**src/tcw_cell_unit.sv**
```systemverilog
// ---------------------------------------------------------------------------
// tcw_cell_unit
// Shared linear-index unit: row * COLS + col on signed screen coordinates.
// ---------------------------------------------------------------------------
module tcw_cell_unit #(
  parameter int SCREEN_COLS = 80
) (
  input  logic signed [7:0]  row_i,
  input  logic signed [7:0]  col_i,
  output logic signed [15:0] lin_o
);

  localparam logic signed [15:0] COLS_W = 16'(SCREEN_COLS);

  logic signed [15:0] row_ext;
  logic signed [15:0] col_ext;

  // Constant multiply and add; result always fits in 15 signed bits
  assign row_ext = {{8{row_i[7]}}, row_i};
  assign col_ext = {{8{col_i[7]}}, col_i};
  assign lin_o   = row_ext * COLS_W + col_ext;

endmodule

```
**config.mk**
```make
export PLATFORM = sky130hd
export DESIGN_NAME = tcw_cell_unit
export DESIGN_NICKNAME = d
export VERILOG_FILES = /design/src/tcw_cell_unit.sv
export SDC_FILE = /design/constraint.sdc
export NUM_CORES = 1
export LEC_CHECK = 0
export BUFFER_PORTS_ARGS = -buffer_cell sky130_fd_sc_hd__buf_2
export CAP_MARGIN = 20
export CORE_MARGIN = 2
export CORE_UTILIZATION = 32
export DETAILED_ROUTE_END_ITERATION = 6
export REMOVE_ABC_BUFFERS = 1
export SYNTH_ARGS = -nofsm -noshare
export SYNTH_HDL_FRONTEND = slang
export SYNTH_SLANG_ARGS = --single-unit
```
**constraint.sdc**
```tcl
create_clock -name vclk -period 3.3
set_input_delay 0.33 -clock vclk [all_inputs]
set_output_delay 0.33 -clock vclk [all_outputs]
set_load 0.05 [all_outputs]
```
* Word-level counts from Yosys, hierarchy flattened *
Cells that the tools add are included.
W data, S select, Z words.

operators by class
  shifts and indexed selects = 0
  multiply operators = 1
  multiplexer cells = 0
  magnitude comparators = 0
  reduce and logical (&&, ||, !) cells = 0
  equality and inequality tests = 0
  divide/modulo/power cells = 0
  bitwise gates (word level) = 0
  add/subtract/negate cells = 1

operators with widths
  cell                    number
  $add A16 B8 Y16         1
  $mul A8 B4 Y12 const B  1

storage, ports and cells
  word-level logic and storage cells = 2
  latch bits = 0
  bits in registers = 0
  input bits = 16
  output and inout port bits = 16
  ROM bits = 0
  bits in writable memories = 0
  memories kept = 0

* Longest topological paths before layout *
  word-level depth = 2
  mapped depth = 14
  gate-level depth less buffers = 14

* Worst setup path before layout *
No wires, ideal clock.

  path kind = input port to output port
  start = in row_i[1]
  end = out lin_o[11]
  path slack = -251 ps
  data required time = 2970 ps
  cell stages on the path = 10
  data arrival time = 3221 ps
  cell sequence = ha_1 > ha_1 > inv_1 > fa_1 > inv_1 > ha_1 > and3_4 > a2111oi_4 > o21ai_0 > xnor2_1

on the way
  cells in the longest elaborated chain, start to end = 2

RTL lines
  element          RTL line  RTL
  start, declared  8         input logic signed [7:0] row_i,
  $mul A8 B4 Y12   21        assign lin_o = row_ext * COLS_W + col_ext;
  $add A16 B8 Y16  21
  end, declared    10        output logic signed [15:0] lin_o

No other way between the ends.

* Worst setup path in the final report *
  start = in row_i[1]
  end = out lin_o[15]

Same word-level chain as after synthesis.

==> results.tsv <==
stage	metric	value	unit
yosys	Syn. warnings	0	
layout	clkbuf count	0	
drt	DRT Pass-1 Iters	4	
hold_path	Min-Delay Path Class	in -> out	
drt	drt drc	0	
timing	Setup TNS Final	0	ps
flow_run	Max Cap Viol	0	
yosys	Cell Area, Synth	998	um2
die	die area	3580	um2
drt	vias per cell	5.03	
outcome	status	completed	
timing	crit path time final	3280	ps
global_routing	Tot GR Track Use	13.5	%
timing	Final period util	99.3	%
yosys	Mean Syn Cell Area	8.25	um2
die	I/O pin count	32	
die	CORE AREA	3000	um2
placed_design	IO Port Bufs	24	
layout	final cell count without fillers	201	
timing	worst-margin pin slew	379	ps
setup_path	crit path DAT	2950	ps
drt	Vias	1011	
drt	final wirelength	2450	um
timing	Fin. Hold Viols	0	
drt	DR iter-0 viols	30	
power	Leak	0.699	nW
global_routing	initial antenna violation count	0	
global_routing	largest net degree at the start of global routing	11	
setup_path	Most Frequent Cell on Critical Path	ha_4	
global_routing	vias in the first global route	998	
yosys	ranking of synthesized cells by area	ha_1 31%, xnor2_1 11%, a21oi_1 4.5%, inv_1 4.1%, fa_1 4.0%	
layout	fin util	50.5	%
drt	wire per inst	12.2	um
yosys	Cells after Synth	121	
timing	final setup fails	0	
layout	final antenna diode count	0	
setup_path	Worst EP required	2970	ps
timing	fmax	305	MHz
setup_path	slowest CP cell	fa_2	
power	Pwr per Cell Area	507	nW/um2
layout	area of the multi-input gates	1050	um2
power	maximum VDD drop	0.357	mV
layout	num sequential	0	
setup_path	CP Max Fanout	3	
setup_path	worst-path cell chain	buf_8 -> ha_4 -> ha_4 -> inv_2 -> fa_2 -> nand2b_4 -> a21oi_4 -> o21a_1 -> nor2_1 -> xnor2_1 -> ha_1 -> nand2_1 -> nor4_2 -> a211oi_2 -> xnor3_1 -> buf_6	
die	Die H	59.9	um
placed_design	dpl hpwl	1950	um
layout	commonest non-fill, non-tap cell in the layout	buf_4	
setup_path	WS Path Type	in -> out	
layout	commonest non-fill, non-tap cells in the layout	30 x buf_4, 16 x ha_1, 16 x buf_2	
timing	Slew Viols, Final	0	
setup_path	crit-path max cell delay	330	ps
global_routing	Congestion Overflow GR	0	
die	Cell Rows	20	
timing	Hold Worst Slack	660	ps
layout	register area	0	um2
clock_network	hold-fix buffers at CTS	0	
setup_path	Startpoint Class	primary input	
die	Die X	59.9	um
global_routing	global-route wire length before repair	3930	um
yosys	cell taking the most area after synthesis	ha_1	
yosys	Yosys cell types	32	
layout	layout cells sized above 1	48.2	%
timing	RSZ-0062 raised after global routing	true	
layout	area grow syn2layout	52.0	%
yosys	share of the synthesized area in the top cell type	31.3	%
layout	Nets	213	
timing	relative slew slack	74.8	%
placed_design	global placement routability congestion	0.860	
die	initial core utilization	33.3	%
setup_path	CP Capture Type	output port	
drt	ANT nets after route	0	
placed_design	Cells after DPL	198	
yosys	Seq/Total Area, Yosys	0	%
layout	fillers	287	
power	Design Power	0.000769	W
per-layer routing:
layer | share of wire [%] | GRT usage, % | up-vias
li1 | - | - | 527
met1 | 43 | 16.2 | 464
met2 | 53 | 27.6 | 20
met3 | 3.3 | 0.433 | 0
met4 | 0 | 0 | 0
met5 | 0 | 0 | -
report_power, final:
group	switching, W	internal, W
combinational	0.000462	0.000308
clock	0	0
sequential	0	0
total	0.000462	0.000308
cell type report:
cell class / instances / share of cell area [%]
Tap cell: 33 / 2.72
Multi-Input combinational cell: 105 / 69.5
Timing Repair Buffer: 52 / 25.1
Inverter: 11 / 2.72
cells in the mapped netlist (all sizes together):
cell	n
ha	25
xnor2	13
inv	11
nor2	10
a21oi	9
nand2	8
o21ai	6
buf	4
nand3	4
a21o	3
and3	3
o2111ai	3
a21boi	2
and2	2
fa	2
mux2i	2
nand2b	2
o21a	2
a2111oi	1
a211oi	1
bufbuf	1
nand4b	1
nor2b	1
nor3b	1
nor4	1
o221ai	1
or3	1
xnor3	1
metrics by stage:
| step | cell area, um2 | worst slack [ps] |
|---|---|---|
| 6_report | 1520 | 22.1 |
| 5_1_grt | 1520 | -107 |
| 4_1_cts | 1400 | -80.9 |
| 3_5_place_dp | 1280 | -338 |
| 3_3_place_gp | 1280 | -288 |
| 2_1_floorplan | 936 | -251 |
worst paths after layout:
kind	start	end	slack, ps	cells past startpoint
max	row_i[1]	lin_o[15]	20	16
min	col_i[2]	lin_o[2]	660	0
critical path: cells and delay by family:
family / cells / cell delay, ps
AOI/OAI and AO/OA: 3 / 350
and+or+nand+nor: 4 / 580
adders and majority gates: 4 / 1040
buffers and inverters: 3 / 290
xor gates and xnor gates: 2 / 350
what timing repair did:
item / in CTS / in global routing
gates resized for setup: 27 / 19
endpoints found under the setup margin: 5 / 5
buffers inserted: 2 / 2
pin swaps: 21 / 24
cells by family after synthesis:
group / after synthesis / synth area share (%)
simple gates: 34 / 18.0
mux: 2 / 2.01
fa+ha+maj: 27 / 35.3
compound gates: 28 / 20.6
buf+inv: 16 / 10.4
xor+xnor: 14 / 13.7
Power figures use the tool's default switching activity.
